===== config.mk =====
export PLATFORM = sky130hd
export DESIGN_NAME = nrmq_ram
export DESIGN_NICKNAME = d
export VERILOG_FILES = /design/src/rtl/nrmq_ram.sv
export SDC_FILE = /design/constraint.sdc
export NUM_CORES = 1
export LEC_CHECK = 0
export BUFFER_PORTS_ARGS = -buffer_cell sky130_fd_sc_hd__buf_2
export CORE_MARGIN = 5
export CORE_UTILIZATION = 60
export CTS_BUF_LIST = sky130_fd_sc_hd__clkbuf_16
export DETAILED_ROUTE_END_ITERATION = 10
export GPL_TIMING_DRIVEN = 1
export HOLD_SLACK_MARGIN = 0.1
export PLACE_DENSITY = 0.87
export SYNTH_ARGS = -nofsm -noshare
export SYNTH_HDL_FRONTEND = slang
export SYNTH_SLANG_ARGS = --single-unit

===== constraint.sdc =====
create_clock -name i_clk -period 1.9 [get_ports i_clk]
set_input_delay 0.285 -clock i_clk [delete_from_list [all_inputs] [get_ports i_clk]]
set_output_delay 0.285 -clock i_clk [all_outputs]
set_load 0.01 [all_outputs]

===== src/rtl/nrmq_ram.sv =====
// ----------------------------------------------------------------------------
// nrmq_ram
// generic memory: one write port, two read ports, registered read data
// ----------------------------------------------------------------------------
module nrmq_ram #(
    parameter int WIDTH = 8,
    parameter int DEPTH = 16
) (
    input  logic                     i_clk,
    input  logic                     i_we,
    input  logic [$clog2(DEPTH)-1:0] i_waddr,
    input  logic [WIDTH-1:0]         i_wdata,
    input  logic [$clog2(DEPTH)-1:0] i_raddr_a,
    input  logic [$clog2(DEPTH)-1:0] i_raddr_b,
    output logic [WIDTH-1:0]         o_rdata_a,
    output logic [WIDTH-1:0]         o_rdata_b
);

    logic [WIDTH-1:0] r_mem [DEPTH];

    // write port
    always_ff @(posedge i_clk) begin
        if (i_we) begin
            r_mem[i_waddr] <= i_wdata;
        end
    end

    // registered reads
    always_ff @(posedge i_clk) begin
        o_rdata_a <= r_mem[i_raddr_a];
        o_rdata_b <= r_mem[i_raddr_b];
    end

endmodule

Word-level counts from Yosys, hierarchy flattened --
Memory sizes are Yosys's and may differ from the RTL's. A register that Yosys moved wholly into a read port is not among the register bits. Index checks and enable logic that the tools add are counted.
Cells by class: mux-type cells 2
Operator list (number):
- 1-bit two-way mux | 2
Storage, ports and cells: flip-flop bits (word level) 0, bits in writable memories 128, bits of input ports 22, output and inout bits 16, logic and storage cells 3, memories kept 1
Memory list:
- r_mem | words 16, width 8, rd ports 2, clocked after Yosys merged registers in 2, wr ports 1, RTL line 19 | logic [WIDTH-1:0] r_mem [DEPTH];

Longest topological paths before layout --
Gate-level depths: netlist of the first run.
depth in word-level cells 2, gate-level depth with buffers 5

Worst setup path after synthesis of the first run --
OpenSTA, ideal clock, no wires.
path kind in2reg, start input port i_waddr[2], end memory r_mem[0][0], enable pin, library setup time 0.383 ns, data arrival time 1.395 ns, slack 0.122 ns, stages 2, buffers on the path 0, cells stage by stage or3b_2 -> nor3_1
RTL lines:
- from (decl) | RTL line 11 | input logic [$clog2(DEPTH)-1:0] i_waddr,
- to (decl) | RTL line 19
No word-level cell before the write port.

==> flow_summary.ini, run 1 <==
[logic_synthesis]
synth_top_family_by_area = multiplexers
synthCells = 307
synth_simple_gate_area_frac = 0.0343
synth_largest_area_cell = edfxtp_1
syn-num-nets = 329
avgSynthCellArea_sq_um = 20.7
synth_ff_type = edfxtp_1
synth_adder_area_share = 0
synth_top_area_frac = 0.606
synth-seq-cells = 144
synth_most_common_cell = edfxtp_1
synth_mux_area_frac = 0.244
synth_cell_type_count = 20
synth-edff-count = 128
yosysSeqAreaShare = 0.656
synthArstFlopShare = 0
yosysWarnings = 0
netlist_top_cells_count = edfxtp_1, mux4_2, a22oi_1
netlist_area_sq_um = 6350
synth-compound-area-share = 0.0379
synth_xor_area_frac = 0
synth.area.top_cells = edfxtp_1, mux4_2, mux4_1

[power]
internal_power_mw = 5.72
p_comb_frac = 0.075
netSwitchingPower_mw = 1.59
clockPowerShare = 0.434
leakage_nw = 2.58
peakVddDrop_mv = 0.669
power_frac_seq = 0.491
p_per_area_nw_per_um2 = 993
switching_share = 0.217

[detailed_routing]
ant_nets = 0
vias_per_cell = 6.97
drt_wl_total_mm = 14.8
dr_total_vias = 3602
wl_per_cell_um = 28.7
route.detailed.drc = 0
firstDrtPassIters = 5
drtIter0Drc = 559

[setup_path]
cp-start-kind = flip-flop
crit_type = flip-flop to flip-flop
cp_max_fo = 2
arrival_ps = 1720
crit_path_end_kind = flip-flop
crit_required_ps = 2180

[floorplanning]
dieWidth_um = 113
dieArea_sq_um = 12700
core_area_sq_um = 10300
placement_rows = 37
dieHeight_um = 113
initial_utilization = 0.615
ios = 38

[job]
drv_cap = 0

[sta]
slew_viol_final = 0
rsz0062_at_grt = false
finalSetupTns_ps = 0
fmax_mhz = 698
finalHoldViolations = 0
relSlewSlack = 0.227
setup_violations = 0
worstMarginPinSlew_ps = 1160
fin_crit_sh = 0.754
finalClockSkew_ps = 9.04
period_needed_ps = 1430

[outcome]
outcome = completed

[global_routing]
track_usage = 0.249
grt_pass1_wl_mm = 22.5
grt_max_degree = 21
grt_pass1_vias = 3785
grt_overflow = 0
grt_antenna_before_repair = 0

[place]
gp_congestion = 0.802
hpwl_mm = 9.09
port_buffers = 37

[clock_network]
root_buffer = clkbuf_16
hold_buffers = 0
cts_setup_buffers = 0
clk_pin_slew_worst_paths_ps = 60
cts-resized-gates = 0
cts_tree = done
numCtsBuffers = 17
clk_latency_ps = 420
htree_levels = 4
cts_max_path_buffers = 2
cts_num_sinks = 144

[final_layout]
fin_util = 0.713
syn_to_final_growth_pct = 15.9
drive_gt1_frac = 0.336
n_fill_cell = 596
diodes = 0
final_nets = 391

[hold_path]
hold_class = input port to flip-flop
-- power groups by stage --
| stage | logic (mW) | clock network, mW | registers, mW |
|---|---|---|---|
| after global placement | 0.526 | 0 | 3.64 |
| after detailed placement | 0.543 | 0 | 3.65 |
| after floorplan | 0.320 | 0 | 3.66 |
| after global routing | 0.583 | 3.37 | 3.59 |
| final | 0.547 | 3.17 | 3.59 |
| after CTS | 0.549 | 3.21 | 3.59 |
-- layout by cell type, fill, tap and decap left out, types with 4 or more instances in the layout --
cell type | Yosys | routed
dfxtp_1 | 16 | 16
nand2_1 | 17 | 17
mux4_1 | 28 | 28
mux4_2 | 34 | 34
a22oi_1 | 32 | 32
edfxtp_1 | 128 | 128
nor3_1 | 4 | 4
buf_2 | 6 | 37
nor2_1 | 14 | 14
clkinv_4 | 0 | 4
clkbuf_16 | 0 | 17
buf_12 | 0 | 5
buf_4 | 2 | 21
-- final timing paths --
check | startpoint | end | slack, ps | cells after the start
worst max-delay path | r_mem[9][1] | o_rdata_b[1] | 470 | 3
worst min-delay path | i_wdata[4] | r_mem[7][4] | 230 | 1
worst min register to register | r_mem[14][4] | o_rdata_a[4] | 700 | 3
worst max register to register | r_mem[9][1] | o_rdata_b[1] | 470 | 3
-- critical path: stages (launching register included) --
cell and delay (ps):
edfxtp_1 380, mux4_1 540, a22oi_1 280, nand2_1 100
-- sequential cells by signal, summed over array words and instances (netlist names) --
register and flops:
r_mem 128, o_rdata_a 8, o_rdata_b 8
-- per-stage QoR --
step | instance area (sq um) | total power, mW | hold slack, ps | setup slack [ps] | cells
final | 7360 | 7.31 | 232 | 468 | 517
after CTS | 7360 | 7.35 | 223 | 456 | 517
after floorplan | 6350 | 3.98 | 384 | 122 | 307
after global routing | 7360 | 7.55 | 234 | 437 | 517
after global placement | 6790 | 4.17 | 647 | 227 | 486
after detailed placement | 6790 | 4.19 | 660 | 166 | 486
-- cell families (layout without fill, tap and decap cells) --
kind of cell,Yosys count,after routing
buf+inv,20,94
simple gates,47,47
mux,64,64
compound gates,32,32
flops,144,144
-- layer usage --
layer | GRT usage | vias up | part of all wire
met2 | 0.397 | 258 | 0.49
met5 | 0 | - | 0
met3 | 0.0615 | 53 | 0.097
li1 | - | 1468 | -
met4 | 0.120 | 0 | 0.038
met1 | 0.323 | 1823 | 0.37
-- cell type report --
class                   instances  area [sq um]  area share
repair buffers                 63           443      0.0602
clock inverters                14           144      0.0196
multi-input cells             143          2010       0.273
clock buffers                  17           425      0.0578
flip-flops and latches        144          4160       0.566
well taps                     136           170      0.0231
Power figures use the tool's default switching activity.
==> run 2, diff against run 1 <==
==> constraint.sdc (replaced) <==
create_clock -name i_clk -period 1.5 [get_ports i_clk]
set_input_delay 0.225 -clock i_clk [delete_from_list [all_inputs] [get_ports i_clk]]
set_output_delay 0.225 -clock i_clk [all_outputs]
set_load 0.01 [all_outputs]
==> run 2 against run 1 <==
Combinational power rose by 33%; hold slack got worse by 40 ps; clock power rose by 35%; critical endpoint is now o_rdata_a[0].
==> flow_summary.ini, run 2 (synthesis results as in run 1) <==
[detailed_routing]
ant_nets = 0
vias_per_cell = 6.73
firstDrtPassIters = 5
drt_wl_total_mm = 14.4
wl_per_cell_um = 27.3
route.detailed.drc = 0
drtIter0Drc = 359
dr_total_vias = 3567

[final_layout]
diodes = 0
regMostFlops = r_mem
reg_top3 = r_mem (128), o_rdata_a (8), o_rdata_b (8)
n_fill_cell = 587
largest_register_ff_count = 128
syn_to_final_growth_pct = 18.2
final_cell_mix = edfxtp_1, buf_2, mux4_2
final_nets = 403
layout.cells.non_filler = 530
mostFrequentLayoutCell = edfxtp_1
fin_util = 0.726
drive_gt1_frac = 0.358

[power]
p_per_area_nw_per_um2 = 1270
peakVddDrop_mv = 0.707
leakage_nw = 2.66

[sta]
layout_setup_ws_ps = 68.8
worstMarginPinSlew_ps = 1030
period_needed_ps = 1430
relSlewSlack = 0.314
setup_violations = 0
whs_ps = 192
slew_viol_final = 0
finalSetupTns_ps = 0
fmax_mhz = 699
fin_crit_sh = 0.954
rsz0062_at_grt = false
finalHoldViolations = 0
finalClockSkew_ps = 7.51

[clock_network]
clk_latency_ps = 420
numCtsBuffers = 17
cts_max_path_buffers = 2
cts_tree = done
htree_levels = 4
root_buffer = clkbuf_16
cts_num_sinks = 144
clk_pin_slew_worst_paths_ps = 60

[place]
placedCellCount = 498
hpwl_mm = 9.33
dp_slack_ps = -276
port_buffers = 37
gp_congestion = 0.842

[outcome]
outcome = completed

[setup_path]
crit_chain = mux4_4, a22oi_2, nand2_1
cpMaxStageDelayCell = mux4_4
cp-start-kind = flip-flop
crit_buf_inv = 0
crit_required_ps = 1800
slowest_delay_ps = 610
crit_path_end_kind = flip-flop
arrival_ps = 1730
cp_top_family = multiplexers
cp_max_fo = 2
crit_type = flip-flop to flip-flop

[floorplanning]
dieArea_sq_um = 12700
dieHeight_um = 113
placement_rows = 37
initial_utilization = 0.615
dieWidth_um = 113
ios = 38
core_area_sq_um = 10300

[job]
drv_cap = 0

[global_routing]
grt_pass1_wl_mm = 22.0
track_usage = 0.242
grt_max_degree = 19
grt_overflow = 0
grt_antenna_before_repair = 0
grt_pass1_vias = 3737

[hold_path]
hold_class = input port to flip-flop
## run 2: cell types whose count changed in the layout (fill, tap and decap cells not counted), sizes merged
cell,before,now
buf,63,75
clkinv,7,9
inv,3,0
bufinv,2,4
## run 2: layout make-up
type	count	area (sq um)	area share
clock buffer	17	425	0.0567
multi-input combinational	143	2020	0.269
clock inverter	15	174	0.0232
tap	136	170	0.0227
timing repair buffer	75	546	0.0728
sequential	144	4160	0.555
## run 2: report_power, final
part | leakage (nW) | internal (mW) | total, mW | switching [mW]
combinational | 1.08 | 0.351 | 0.730 | 0.379
sequential | 1.29 | 4.49 | 4.54 | 0.0511
clock | 0.290 | 2.73 | 4.29 | 1.55
## run 2: worst paths after layout
kind,startpoint,endpoint,slack (ps),depth (start not counted)
worst min-delay path,i_wdata[6],r_mem[1][6],190,1
worst max-delay path,r_mem[3][0],o_rdata_a[0],70,3
worst max register to register,r_mem[3][0],o_rdata_a[0],70,3
worst min register to register,r_mem[14][5],o_rdata_a[5],710,3
## run 2: timing repair
| item | 4_1_cts | 5_1_grt |
|---|---|---|
| buffers inserted | 0 | 0 |
| gates resized for setup | 1 | 0 |
| hold buffers | 0 | 0 |
| pin swaps | 0 | 1 |
| endpoints found under the setup margin | 1 | 1 |
| gates cloned | 0 | 0 |
## run 2: metal layers
metal / vias to the layer above / track usage / routed length [um]
met2: 186 / 0.404 / 7710
met5: - / 0 / 0
met4: 0 / 0.0929 / 277
li1: 1493 / - / -
met3: 26 / 0.0636 / 988
met1: 1862 / 0.306 / 5470
## run 2: per-stage QoR
step           cell area, sq um  power (mW)
6_report                   7500        9.56
5_1_grt                    7500        9.86
3_5_place_dp               6890        5.35
2_1_floorplan              6350        5.04
4_1_cts                    7500        9.61
3_3_place_gp               6890        5.31
==> run 3, diff against run 2 <==
--- a/config.mk
+++ b/config.mk
@@ -13,6 +13,7 @@
 export GPL_TIMING_DRIVEN = 1
 export HOLD_SLACK_MARGIN = 0.1
 export PLACE_DENSITY = 0.87
+export SKIP_LAST_GASP = 1
 export SYNTH_ARGS = -nofsm -noshare
 export SYNTH_HDL_FRONTEND = slang
 export SYNTH_SLANG_ARGS = --single-unit
==> constraint.sdc (replaced) <==
create_clock -name i_clk -period 1.5 [get_ports i_clk]
set_input_delay 0 -clock i_clk [delete_from_list [all_inputs] [get_ports i_clk]]
set_output_delay 0 -clock i_clk [all_outputs]
set_load 0.01 [all_outputs]
==> run 3 against run 2 <==
Maximum frequency is 0.37% lower; power is 2.6% lower; first-iteration DRC count is 27% higher; largest power group unchanged; highest routed layer unchanged.
==> flow_summary.ini, run 3 (synthesis results as in run 1) <==
[final_layout]
regMostFlops = r_mem
mostFrequentLayoutCell = edfxtp_1
largest_register_ff_count = 128
fin_area_sq_um = 7440
diodes = 0
final_nets = 399
syn_to_final_growth_pct = 17.2
drive_gt1_frac = 0.341
reg_top3 = r_mem (128), o_rdata_a (8), o_rdata_b (8)
final_cell_mix = edfxtp_1, buf_2, mux4_2

[clock_network]
numCtsBuffers = 17
clk_pin_slew_worst_paths_ps = 60
cts_num_sinks = 144
root_buffer = clkbuf_16
htree_levels = 4
clk_latency_ps = 430
cts_tree = done
cts_setup_buffers = 0
cts_max_path_buffers = 2

[sta]
relSlewSlack = 0.314
fin_crit_sh = 0.958
rsz0062_at_grt = false
worstMarginPinSlew_ps = 1030
finalSetupTns_ps = 0
finalClockSkew_ps = 7.01
setup_violations = 0
whs_ps = 131
layout_setup_ws_ps = 63.6
slew_viol_final = 0
fmax_mhz = 696
finalHoldViolations = 0
period_needed_ps = 1440

[setup_path]
cp-start-kind = flip-flop
rr_worst_depth = 3
r2r_setup_slack_ps = 60
crit_required_ps = 1810
crit_type = flip-flop to flip-flop
arrival_ps = 1750
crit_path_end_kind = flip-flop
cp_max_fo = 2
reg2reg_to = o_rdata_b[7]
r2r-start = r_mem[0][7]

[detailed_routing]
drtIter0Drc = 457
vias_per_cell = 6.85
route.detailed.drc = 0
dr_total_vias = 3601
firstDrtPassIters = 7
wl_per_cell_um = 27.5
drt_wl_total_mm = 14.4
ant_nets = 0

[floorplanning]
core_area_sq_um = 10300
dieArea_sq_um = 12700
dieHeight_um = 113
dieWidth_um = 113
placement_rows = 37
initial_utilization = 0.615
ios = 38

[global_routing]
grt_pass1_vias = 3600
grt_overflow = 0
track_usage = 0.237
grt_pass1_wl_mm = 21.2
grt_max_degree = 28
grt_antenna_before_repair = 0

[hold_path]
hold_class = input port to flip-flop
hp-start = i_waddr[1]
whs_path_depth = 3
whs_endpoint = r_mem[6][7]

[job]
drv_cap = 0

[place]
port_buffers = 37
gp_congestion = 0.804
placed_area_sq_um = 6770
hpwl_mm = 8.98
dp_slack_ps = 5.17

[power]
p_per_area_nw_per_um2 = 1250
p_total_mw = 9.30
leakage_nw = 2.61
peakVddDrop_mv = 0.965

[outcome]
outcome = completed
## run 3: critical path, cell delays in order, from the launching register on
cell and delay [ps]:
edfxtp_1 410, mux4_4 620, a22oi_2 210, nand2_1 80
## run 3: area by class of cell
cell class,count,area [sq um]
sequential,144,4160
fill,578,2890
clock buffer,17,425
clock inverter,15,148
timing repair buffer,71,510
multi-input combinational,143,2020
tap,136,170
## run 3: worst max path at each step
stage	startpoint	to	slack (ps)
after global routing	r_mem[0][0]	o_rdata_a[0]	10
after global placement	i_raddr_a[0]	o_rdata_a[1]	40
after CTS	r_mem[0][7]	o_rdata_b[7]	40
after floorplan	i_waddr[2]	r_mem[0][0]	7
after detailed placement	i_raddr_a[0]	o_rdata_a[5]	5
final	r_mem[0][7]	o_rdata_b[7]	60
## run 3: metal layers
metal / vias to the layer above / share of wire / GRT usage
li1: 1487 / - / -
met1: 1857 / 0.38 / 0.324
met2: 233 / 0.50 / 0.378
met3: 24 / 0.10 / 0.0604
met4: 0 / 0.017 / 0.0817
met5: - / 0 / 0
## run 3: stage by stage
step	cells	util
after floorplan	307	-
after global placement	486	0.656
after detailed placement	486	0.656
after CTS	526	0.719
after global routing	526	0.720
final	526	0.720
## run 3: where the power goes
group	total (mW)	switching, mW	internal [mW]
registers	4.54	0.0521	4.49
clock network	4.06	1.74	2.32
logic	0.706	0.368	0.338
total	9.30	2.16	7.15
## run 3: timing repair
action | CTS | global route
setup endpoints to repair | 0 | 2
hold endpoints to repair | 128 | 0
hold buffers | 8 | 0
gates resized for setup | 0 | 2
